File: src/rtl/ale_pkg.sv
// ----------------------------------------------------------------------------
// ale_pkg: shared types and constants for the array list engine
// Request and response payloads, operation and status codes, and the
// command and status bundles between the controller and the datapath.
// ----------------------------------------------------------------------------
package ale_pkg;

    // Default list capacity
    localparam int CAPACITY_DEF = 128;

    // Operation codes carried in the request
    typedef enum logic [2:0] {
        FN_INS_HEAD = 3'd0,
        FN_INS_TAIL = 3'd1,
        FN_FIND     = 3'd2,
        FN_READ     = 3'd3,
        FN_DEL_VAL  = 3'd4,
        FN_DEL_POS  = 3'd5
    } t_func;

    // Result status codes
    typedef enum logic [1:0] {
        ST_OK   = 2'd0,
        ST_FULL = 2'd1,
        ST_MISS = 2'd2
    } t_status;

    // Request item
    typedef struct packed {
        logic [2:0]         func;
        logic signed [31:0] value;
        logic [7:0]         position;
    } t_req;

    // Response item
    typedef struct packed {
        logic [1:0]         status;
        logic [6:0]         found_index;
        logic signed [31:0] read_value;
        logic [7:0]         entry_total;
        logic               is_empty;
    } t_rsp;

    // Commands from the controller to the datapath, one per cycle
    typedef enum logic [4:0] {
        CMD_IDLE,
        CMD_LOAD,
        CMD_TAIL,
        CMD_SRCH_INIT,
        CMD_SRCH_STEP,
        CMD_FOUND,
        CMD_SHDN_POS,
        CMD_SHDN_MATCH,
        CMD_SHDN_STEP,
        CMD_DEL_FINISH,
        CMD_SHUP_INIT,
        CMD_SHUP_STEP,
        CMD_HEAD_FINISH,
        CMD_RD_ISSUE,
        CMD_RD_CAPTURE,
        CMD_SET_FULL,
        CMD_SET_MISS,
        CMD_EMIT
    } t_dp_cmd;

    // Status from the datapath to the controller
    typedef struct packed {
        t_func func;
        logic  full;
        logic  pos_ok;
        logic  match;
        logic  scan_done;
        logic  shup_done;
    } t_dp_status;

    // Controller states
    typedef enum logic [2:0] {
        S_IDLE,
        S_DECODE,
        S_SRCH,
        S_SHDN,
        S_SHUP,
        S_RDWAIT,
        S_DONE
    } t_state;

endpackage

File: src/rtl/ale_ctrl.sv
// ----------------------------------------------------------------------------
// ale_ctrl: sequencing state machine for the array list engine
// Takes one item at a time, steps the datapath through the operation and
// hands the result to the output register when it has room.
// ----------------------------------------------------------------------------
module ale_ctrl import ale_pkg::*; (
    input  logic       i_clk,
    input  logic       i_rst_n,
    input  logic       i_in_valid,
    output logic       o_in_stall,
    input  logic       i_out_stall,
    output logic       o_out_valid,
    input  t_dp_status i_sts,
    output t_dp_cmd    o_cmd
);

    t_state  r_state, n_state;
    logic    r_out_vld, n_out_vld;
    logic    w_out_room;

    assign w_out_room = !r_out_vld || !i_out_stall;

    // Next state
    always_comb begin
        n_state = r_state;
        unique case (r_state)
            S_IDLE: begin
                if (i_in_valid) begin
                    n_state = S_DECODE;
                end
            end
            S_DECODE: begin
                unique case (i_sts.func)
                    FN_INS_HEAD: n_state = i_sts.full ? S_DONE : S_SHUP;
                    FN_FIND, FN_DEL_VAL: n_state = S_SRCH;
                    FN_READ:     n_state = i_sts.pos_ok ? S_RDWAIT : S_DONE;
                    FN_DEL_POS:  n_state = i_sts.pos_ok ? S_SHDN : S_DONE;
                    default:     n_state = S_DONE;
                endcase
            end
            S_SRCH: begin
                priority if (i_sts.match) begin
                    n_state = (i_sts.func == FN_FIND) ? S_DONE : S_SHDN;
                end else if (i_sts.scan_done) begin
                    n_state = S_DONE;
                end else begin
                    n_state = S_SRCH;
                end
            end
            S_SHDN: begin
                if (i_sts.scan_done) begin
                    n_state = S_DONE;
                end
            end
            S_SHUP: begin
                if (i_sts.shup_done) begin
                    n_state = S_DONE;
                end
            end
            S_RDWAIT: n_state = S_DONE;
            S_DONE: begin
                if (w_out_room) begin
                    n_state = S_IDLE;
                end
            end
            default: n_state = S_IDLE;
        endcase
    end

    // Datapath commands and input handshake
    always_comb begin
        o_cmd      = CMD_IDLE;
        o_in_stall = (r_state != S_IDLE);
        unique case (r_state)
            S_IDLE: begin
                if (i_in_valid) begin
                    o_cmd = CMD_LOAD;
                end
            end
            S_DECODE: begin
                unique case (i_sts.func)
                    FN_INS_HEAD: o_cmd = i_sts.full ? CMD_SET_FULL : CMD_SHUP_INIT;
                    FN_INS_TAIL: o_cmd = i_sts.full ? CMD_SET_FULL : CMD_TAIL;
                    FN_FIND, FN_DEL_VAL: o_cmd = CMD_SRCH_INIT;
                    FN_READ:     o_cmd = i_sts.pos_ok ? CMD_RD_ISSUE : CMD_SET_MISS;
                    FN_DEL_POS:  o_cmd = i_sts.pos_ok ? CMD_SHDN_POS : CMD_SET_MISS;
                    default:     o_cmd = CMD_IDLE;
                endcase
            end
            S_SRCH: begin
                priority if (i_sts.match) begin
                    o_cmd = (i_sts.func == FN_FIND) ? CMD_FOUND : CMD_SHDN_MATCH;
                end else if (i_sts.scan_done) begin
                    o_cmd = CMD_SET_MISS;
                end else begin
                    o_cmd = CMD_SRCH_STEP;
                end
            end
            S_SHDN:   o_cmd = i_sts.scan_done ? CMD_DEL_FINISH : CMD_SHDN_STEP;
            S_SHUP:   o_cmd = i_sts.shup_done ? CMD_HEAD_FINISH : CMD_SHUP_STEP;
            S_RDWAIT: o_cmd = CMD_RD_CAPTURE;
            S_DONE: begin
                if (w_out_room) begin
                    o_cmd = CMD_EMIT;
                end
            end
            default: o_cmd = CMD_IDLE;
        endcase
    end

    // Output valid: set on emit, drop once taken
    always_comb begin
        n_out_vld = r_out_vld && i_out_stall;
        if (o_cmd == CMD_EMIT) begin
            n_out_vld = 1'b1;
        end
    end

    always_ff @(posedge i_clk) begin
        if (!i_rst_n) begin
            r_state   <= S_IDLE;
            r_out_vld <= 1'b0;
        end else begin
            r_state   <= n_state;
            r_out_vld <= n_out_vld;
        end
    end

    assign o_out_valid = r_out_vld;

endmodule
File: config.mk
export PLATFORM = sky130hd
export DESIGN_NAME = ale_ctrl
export DESIGN_NICKNAME = d
export VERILOG_FILES = /design/src/rtl/ale_pkg.sv /design/src/rtl/ale_ctrl.sv
export SDC_FILE = /design/constraint.sdc
export NUM_CORES = 1
export LEC_CHECK = 0
export CAP_MARGIN = 20
export CORE_UTILIZATION = 35
export CTS_BUF_LIST = sky130_fd_sc_hd__clkbuf_16
export DETAILED_ROUTE_END_ITERATION = 8
export DONT_BUFFER_PORTS = 1
export PLACE_DENSITY = 0.61
export SLEW_MARGIN = 15
export SYNTH_ARGS = -nofsm -noshare
export SYNTH_HDL_FRONTEND = slang
export SYNTH_SLANG_ARGS = --single-unit
File: constraint.sdc
create_clock -name i_clk -period 1.1 [get_ports i_clk]
set_input_delay 0.165 -clock i_clk [delete_from_list [all_inputs] [get_ports i_clk]]
set_output_delay 0.165 -clock i_clk [all_outputs]
set_load 0.005 [all_outputs]
[Word-level counts from Yosys, hierarchy flattened]
Index checks and enable logic that the tools add are counted.
Operators by class
  equality and inequality tests: 16
  mux-type cells: 26
  reduce and logical (&&, ||, !) cells: 9
Operator list (number)
  5-bit one-hot mux with 7 select lines: 1
  3-bit two-way mux: 10
  5-bit two-way mux: 5
  5-bit one-hot mux with 5 select lines: 1
  3-bit one-hot mux with 7 select lines: 1
  3-bit == test, second input constant: 5
  3-bit by 2-bit == test with 1-bit output, second input constant: 4
  3-bit one-hot mux with 4 select lines: 1
  2-bit != test, second input constant: 4
  3-bit by 1-bit == test with 1-bit output, second input constant: 2
  3-bit logical NOT: 2
  2-bit two-way mux: 3
  5-bit == test, second input constant: 1
  4-bit two-way mux: 1
  4-bit AND reduction: 1
  1-bit two-way mux: 3
  3-bit nonzero test: 1
  1-bit logical NOT: 2
  2-bit OR reduction: 1
  1-bit logical AND: 1
  1-bit logical OR: 1
Word-level totals
  bits in registers: 4
  input port bits: 12
  output and inout port bits: 7
  logic and storage cells: 53

[Logic depth before layout (Yosys ltp)]
Gate-level depths: netlist of the first run.
  word-level depth: 6
  mapped depth: 5
  depth with buffers taken out: 4

[Worst setup path before layout of the first run]
OpenSTA, ideal clock, no wires.
  kind: input to output
  start: input i_sts[7] in the netlist's numbering
  end: output o_cmd[2]
  arrival time: 0.981 ns
  required time: 0.935 ns
  slack: -0.046 ns
  stages on the path: 5
  path buffers: 1
  cell sequence: buf_6 > or3b_1 > o211ai_1 > a22oi_1 > o21ai_0
Between the ends
  longest elaborated chain between the ends: 4
  elaborated cells on any way between the ends: 9
  classes of those cells: eq/ne (5); mux (2); reduce/logical (2)
Ends and longest elaborated chain
  start, declared: RTL line ale_ctrl.sv:13  | input t_dp_status i_sts,
  3-bit by 2-bit == test with 1-bit output or 3-bit == test (tied branches): RTL line ale_ctrl.sv:81  | unique case (i_sts.func)
  2-bit OR reduction: RTL line ale_ctrl.sv:81
  5-bit one-hot mux with 5 select lines *: RTL line ale_ctrl.sv:81
  5-bit one-hot mux with 7 select lines *: RTL line ale_ctrl.sv:74  | unique case (r_state)
  end, declared: RTL line ale_ctrl.sv:14  | output t_dp_cmd o_cmd
Every way passes the cells marked *; elsewhere a longest branch is shown, timed or not.

[Worst setup path in the final report of the first run]
  start: register r_state[1]
  end: output o_cmd[2]
Between the ends
  longest elaborated chain between the ends: 2
  elaborated cells on any way between the ends: 8
  classes of those cells: eq/ne (6); mux (1); reduce/logical (1)
Ends and longest elaborated chain
  start, declared: RTL line ale_ctrl.sv:17  | t_state r_state, n_state;
  start signal, assigned: RTL line ale_ctrl.sv:124  | r_state <= n_state;
  3-bit == test (tied with other cells): RTL line ale_ctrl.sv:74
  5-bit one-hot mux with 7 select lines *: RTL line ale_ctrl.sv:74
Marks and branches as above.

==> flow_summary_export.csv, run 1 <==
group,metric,value,unit
clock_network,cts.sinks,4,
synth,synth_area,547,µm²
sta,slew_headroom,0.778,
detailed_routing,routed_via_density,6.05,
global_routing,gr-total-overflow,0,
sta,rsz0062_at_grt,"true",
outcome,status,"finished, violations left",
floorplanning,start_util,0.395,
global_routing,antenna_found_initial,0,
detailed_routing,drt_iter0_drc,30,
cells_and_area,num-nets-final,109,
cells_and_area,fin_util,0.587,
clock_network,cts_root_buffer,"clkbuf_16",
floorplanning,die_y,41.5,µm
clock_network,path_clk_slew,0.03,ns
sta,finalCriticalPeriod,1.32,ns
global_routing,busiest_layer,"met2",
global_routing,met2_usage,0.328,
sta,max_freq,759,MHz
clock_network,insertion_delay,0.22,ns
job,cap_violations,0,
detailed_routing,routedWlPerCell,15.0,µm
sta,setup_tns,-1.13,ns
global_routing,grt_use_total,0.197,
worst_setup_path,arrival,1.15,ns
worst_setup_path,cp_max_fo,9,
sta,hold_viol,0,
placement,dpl.hpwl,1.12,mm
clock_network,cts_htree_levels,1,
cells_and_area,drive_above_1_share,0.400,
detailed_routing,finalWirelength,1.65,mm
worst_setup_path,required,0.94,ns
sta,setup_viol,7,
sta,finalWorstSetupSlack,-0.217,ns
worst_setup_path,start_kind,"flop",
floorplanning,die_area,0.00172,mm²
cells_and_area,final_area,812,µm²
synth,synthMuxAreaShare,0,
worst_setup_path,crit_slowest_cell,"dfxtp_4",
global_routing,grt_pass1_wl,2.79,mm
synth,synth_compound_area_frac,0.355,
synth,yosys.area_share.adder,0,
pwr,power_density,2550,mW/mm²
detailed_routing,postRouteAntennaNets,0,
sta,tightest_slew,0.332,ns
placement,dpl_cell_area,617,µm²
worst_setup_path,slowest_delay,0.40,ns
worst_setup_path,cp_cell_sequence,"nand2b_4, or3_1, o21ai_1",
placement,gp_congestion,0.794,
synth,yosys.area_share.xor_xnor,0.0160,
synth,synthSimpleGateAreaFrac,0.398,
global_routing,met1_usage,0.247,
floorplanning,core_area,0.00138,mm²
worst_setup_path,worst_path_dominant_cell_family,"simple AND/OR/NAND/NOR gates",
worst_setup_path,worstSetupPathType,"flop to primary output",
sta,skew,0.00152,ns
global_routing,grtUsageMet3,0.0522,
placement,pre_cts_slack,-0.194,ns
cells_and_area,fillers,121,
worst_setup_path,critPathCaptureType,"primary output",
sta,fin_crit_sh,1.20,
outcome,violations,"setup timing",
floorplanning,ios,19,
synth,synthCells,81,
synth,seq_area_frac_synth,0.146,
placement,io_buffers,0,
clock_network,cts_tree,"done",
floorplanning,die_x,41.5,µm
synth,synth_cell_types,31,
detailed_routing,vias,665,
hold_path,min_path_type,"input port to flop",
clock_network,cts_hold_buf,0,
detailed_routing,firstDrtPassIters,4,
synth,synth_area_per_cell,6.75,µm²
global_routing,grt_max_degree,14,
synth,synth_top_family_by_area,"simple AND/OR/NAND/NOR gates",
pwr,irDropWorstVdd,1210,µV
synth,syn-num-nets,93,
cells_and_area,antenna_cells,0,
pwr,leakage,0.304,nW
synth,synth_warnings,0,
floorplanning,fp-row-count,13,
worst_setup_path,crit_buf_inv,0,
sta,timing.hold.ws,0.101,ns
clock_network,cts_buffer_depth,2,
clock_network,cts_inserted_buffers,3,
sta,slew_viol_final,0,
detailed_routing,drc_errors,0,
global_routing,grt_pass1_vias,641,
synth,ys_seq_elements,4,
cells_and_area,syn_to_final_growth,48.5,%
-- worst register-to-register path, delay by kind of cell (launching register included) --
family           cells  cell delay, ns
AND/OR/NAND/NOR      2            0.45
AO/OA/AOI/OAI        2            0.22
flip-flops           1            0.40
-- cells in the final DEF, fill, tap and decap left out, types with 2 or more instances in the layout --
cell type | synthesis | routed
a21boi_1 | 0 | 2
a21oi_1 | 3 | 2
a31oi_1 | 2 | 2
buf_4 | 1 | 14
buf_6 | 1 | 3
clkbuf_16 | 0 | 3
dfxtp_4 | 0 | 2
inv_1 | 2 | 2
nand2_1 | 9 | 8
nand2b_4 | 0 | 3
nand3_1 | 7 | 5
nand3_2 | 0 | 2
nor2_1 | 3 | 3
nor2b_1 | 7 | 7
o211ai_1 | 4 | 4
o21ai_0 | 10 | 5
o21ai_1 | 0 | 3
o21ai_2 | 0 | 2
-- sequential cells by signal, indices dropped and copies added, names as in the netlist --
signal and flops:
o_out_valid 1, r_state 3
-- synth_stat cells, drive strengths merged --
cell type	instances	share of area
a211oi	2	0.027
a21boi	2	0.027
a21oi	3	0.027
a22oi	1	0.014
a31oi	2	0.023
a32oi	1	0.016
and3	1	0.011
and4bb	1	0.023
buf	6	0.071
dfxtp	4	0.15
inv	2	0.014
nand2	9	0.062
nand2b	4	0.046
nand3	7	0.064
nor2	3	0.021
nor2b	7	0.080
nor3	1	0.0091
nor3b	1	0.023
o211ai	4	0.055
o21ai	10	0.092
o22ai	1	0.011
o311ai	1	0.016
o31a	1	0.016
o31ai	1	0.014
o32ai	1	0.016
or3	2	0.023
or3b	2	0.037
xnor2	1	0.016
-- kinds of logic (layout without fill, tap and decap cells) --
logic type,Yosys count,count (layout)
AO/OA/AOI/OAI,30,30
XOR/XNOR,1,1
buffers and inverters,8,22
flip-flops,4,4
AND/OR/NAND/NOR,38,38
-- report_power, final --
group | leakage (nW) | total, mW | internal (mW) | switching (mW)
Sequential | 0.0345 | 0.308 | 0.213 | 0.0949
Clock | 0.0370 | 0.556 | 0.464 | 0.0923
Combinational | 0.233 | 1.21 | 0.676 | 0.529
-- final timing paths --
check        slack, ns     endpoint   startpoint  depth (start not counted)
max              -0.22     o_cmd[2]   r_state[1]                          3
min               0.10   r_state[2]      i_rst_n                          2
max reg2reg      -0.05   r_state[2]   r_state[1]                          4
min reg2reg       0.58  o_out_valid  o_out_valid                          2
-- stage by stage --
stage | instances | power (mW)
floorplan | 81 | 0.822
global placement | 102 | 1.14
detailed placement | 102 | 1.15
CTS | 110 | 2.04
global route | 110 | 2.21
finish | 110 | 2.07
-- layout make-up --
class | instances | area, µm² | area share
Multi-Input combinational cell | 69 | 483 | 0.595
Timing Repair Buffer | 17 | 139 | 0.171
Sequential cell | 4 | 88.8 | 0.109
Clock buffer | 3 | 75.1 | 0.0924
Tap cell | 15 | 18.8 | 0.0231
Inverter | 2 | 7.51 | 0.00924
-- metal layers --
layer,up-vias,part of all wire
met3,2,0.058
li1,330,-
met5,-,0
met4,0,0.0049
met2,24,0.48
met1,309,0.45
-- what timing repair did --
item | CTS | global route
hold endpoints to repair | 0 | 0
setup endpoints to repair | 10 | 10
gates cloned | 0 | 0
gates resized for setup | 27 | 1
pin swaps | 6 | 2
setup buffers | 5 | 0
Note: power is estimated with default switching activity, not from simulation.
==> run 2, diff against run 1 <==
--- a/config.mk
+++ b/config.mk
@@ -5,7 +5,9 @@
 export SDC_FILE = /design/constraint.sdc
 export NUM_CORES = 1
 export LEC_CHECK = 0
+export ABC_AREA = 1
 export CAP_MARGIN = 20
+export CORE_MARGIN = 4
 export CORE_UTILIZATION = 35
 export CTS_BUF_LIST = sky130_fd_sc_hd__clkbuf_16
 export DETAILED_ROUTE_END_ITERATION = 8
==> constraint.sdc (replaced) <==
create_clock -name i_clk -period 1.1 [get_ports i_clk]
set_input_delay 0.11 -clock i_clk [delete_from_list [all_inputs] [get_ports i_clk]]
set_output_delay 0.11 -clock i_clk [all_outputs]
set_load 0.005 [all_outputs]
==> flow_summary_export.csv, run 2 <==
group,metric,value,unit
synth,syn-num-nets,108,
synth,ys_seq_elements,4,
clock_network,cts_tree,"done",
floorplanning,die_area,0.00225,mm²
cells_and_area,drive_above_1_share,0.339,
global_routing,grt_pass1_vias,599,
synth,synth_cell_types,20,
floorplanning,fp-row-count,13,
synth,yosys-top-cells-count,"nand2_1 (24), nand3_1 (14), inv_1 (11), a21oi_1 (8)",
synth,synth_most_common_cell,"nand2_1",
placement,dpl.hpwl,1.25,mm
detailed_routing,firstDrtPassIters,4,
global_routing,grt_pass1_wl,2.46,mm
synth,async_reset_ff_frac,0,
floorplanning,die_x,47.4,µm
sta,tightest_slew,0.255,ns
synth,synth_warnings,0,
clock_network,cts.sinks,4,
detailed_routing,drt_iter0_drc,20,
global_routing,gr-total-overflow,0,
cells_and_area,largest_reg_flops,3,
cells_and_area,syn_to_final_growth,46.1,%
cells_and_area,regArea,91.3,µm²
sta,slew_headroom,0.828,
floorplanning,ios,19,
worst_setup_path,rr_worst_depth,7,
floorplanning,die_y,47.4,µm
clock_network,cts_inserted_buffers,3,
cells_and_area,antenna_cells,0,
cells_and_area,fillers,138,
cells_and_area,layout_common_cells,"nand2_1 (23), nand3_1 (13), buf_4 (13), inv_1 (11), a21oi_1 (7)",
sta,finalWorstSetupSlack,-0.261,ns
detailed_routing,vias,695,
worst_setup_path,required,0.99,ns
synth,synthCells,96,
placement,dp_cells,120,
detailed_routing,postRouteAntennaNets,0,
job,cap_violations,0,
cells_and_area,num-nets-final,126,
placement,io_buffers,0,
clock_network,cts_root_buffer,"clkbuf_16",
global_routing,grt_max_degree,8,
sta,rsz0062_at_grt,"true",
outcome,status,"finished, violations left",
sta,setup_viol,9,
clock_network,cts_hold_buf,0,
global_routing,grt_use_total,0.155,
pwr,total_power,2.21,mW
sta,skew,0.000266,ns
synth,synth_area_per_cell,5.66,µm²
pwr,irDropWorstVdd,1440,µV
synth,synth_top_area_cell,"nand2_1",
floorplanning,start_util,0.393,
placement,gp_congestion,0.813,
worst_setup_path,cp_max_fo,7,
sta,slew_viol_final,0,
sta,max_freq,735,MHz
detailed_routing,routedWlPerCell,13.1,µm
hold_path,min_path_type,"input port to flop",
cells_and_area,multi_input_area,430,µm²
cells_and_area,regMostFlops,"r_state",
global_routing,antenna_found_initial,0,
sta,fin_crit_sh,1.24,
detailed_routing,routed_via_density,5.47,
pwr,power_density,2780,mW/mm²
hold_path,holdPathStages,2,
cells_and_area,final_common_cell,"nand2_1",
synth,yosys.area.top_type_share,0.166,
synth,ys.flop_type,"dfxtp_1",
floorplanning,core_area,0.00138,mm²
cells_and_area,stdcell_count,127,
worst_setup_path,start_kind,"flop",
sta,finalCriticalPeriod,1.36,ns
synth,synthTopCellsByArea,"nand2_1 (17%), dfxtp_1 (15%), nand3_1 (13%), inv_1 (7.6%), a21oi_1 (7.4%)",
clock_network,cts_buffer_depth,2,
synth,synth-edff-count,0,
synth,synth_area,543,µm²
clock_network,cts_htree_levels,1,
clock_network,path_clk_slew,0.03,ns
detailed_routing,finalWirelength,1.66,mm
worst_setup_path,worstSetupPathType,"flop to primary output",
clock_network,insertion_delay,0.22,ns
worst_setup_path,critPathCaptureType,"primary output",
worst_setup_path,arrival,1.25,ns
detailed_routing,drc_errors,0,
sta,hold_viol,0,
pwr,leakage,0.376,nW
outcome,violations,"setup timing",
synth,seq_area_frac_synth,0.147,
[run 2: cell count changes in the layout (fill, tap and decap cells not counted), sizes merged, moves of 6 or more]
cell   before  now
nor2b       7    0
nand3       7   14
inv         2   14
nand2       9   25
nor2        3    9
a21oi       3    9
[run 2: metal layers]
metal / up-vias / track usage / wire length, µm
met2: 29 / 0.233 / 805
li1: 362 / - / -
met3: 0 / 0.0230 / 135
met4: 0 / 0.0663 / 0
met1: 304 / 0.216 / 721
met5: - / 0 / 0
[run 2: final cells by class]
| class | instances | share of cell area |
|---|---|---|
| Clock buffer | 3 | 0.0946 |
| Inverter | 14 | 0.0726 |
| Multi-Input combinational cell | 76 | 0.543 |
| Sequential cell | 4 | 0.115 |
| Tap cell | 15 | 0.0237 |
| Timing Repair Buffer | 15 | 0.151 |
[run 2: final timing paths]
| check | endpoint | slack [ns] | from |
|---|---|---|---|
| worst max-delay path | o_cmd[3] | -0.26 | r_state[1] |
| worst min-delay path | r_state[1] | 0.004 | i_rst_n |
| worst max register to register | r_state[0] | -0.13 | r_state[1] |
| worst min register to register | r_state[2] | 0.53 | r_state[2] |
[run 2: cell families after synthesis]
logic type / synth area share
compound gates: 0.228
buf+inv: 0.138
flops: 0.147
simple gates: 0.486
[run 2: worst max-delay path, stage by stage (launching register included)]
cell and delay [ns]:
dfxtp_4 0.35, buf_6 0.12, nor3_4 0.24, inv_2 0.09, a21oi_2 0.11, or2_4 0.13
[run 2: stage by stage]
step / setup WS, ns / hold slack (ns) / TNS [ns] / util / instance area, µm²
floorplan: 0.0137 / 0.233 / 0 / - / 543
global placement: -0.131 / 0.246 / -0.660 / 0.450 / 622
detailed placement: -0.153 / 0.247 / -0.796 / 0.450 / 622
CTS: -0.241 / 0.00633 / -1.23 / 0.528 / 729
global route: -0.321 / 0.0185 / -2.25 / 0.574 / 793
finish: -0.261 / 0.00439 / -1.61 / 0.574 / 793
[run 2: repair_timing]
item | CTS | global route
hold endpoints to repair | 0 | 0
pin swaps | 2 | 4
resized for setup | 9 | 11
endpoints found under the setup margin | 8 | 8
buffers inserted | 1 | 3
[run 2: power by group]
group	switching (mW)	total (mW)	internal [mW]
combinational	0.677	1.32	0.645
sequential	0.0989	0.329	0.231
clock	0.0934	0.557	0.464
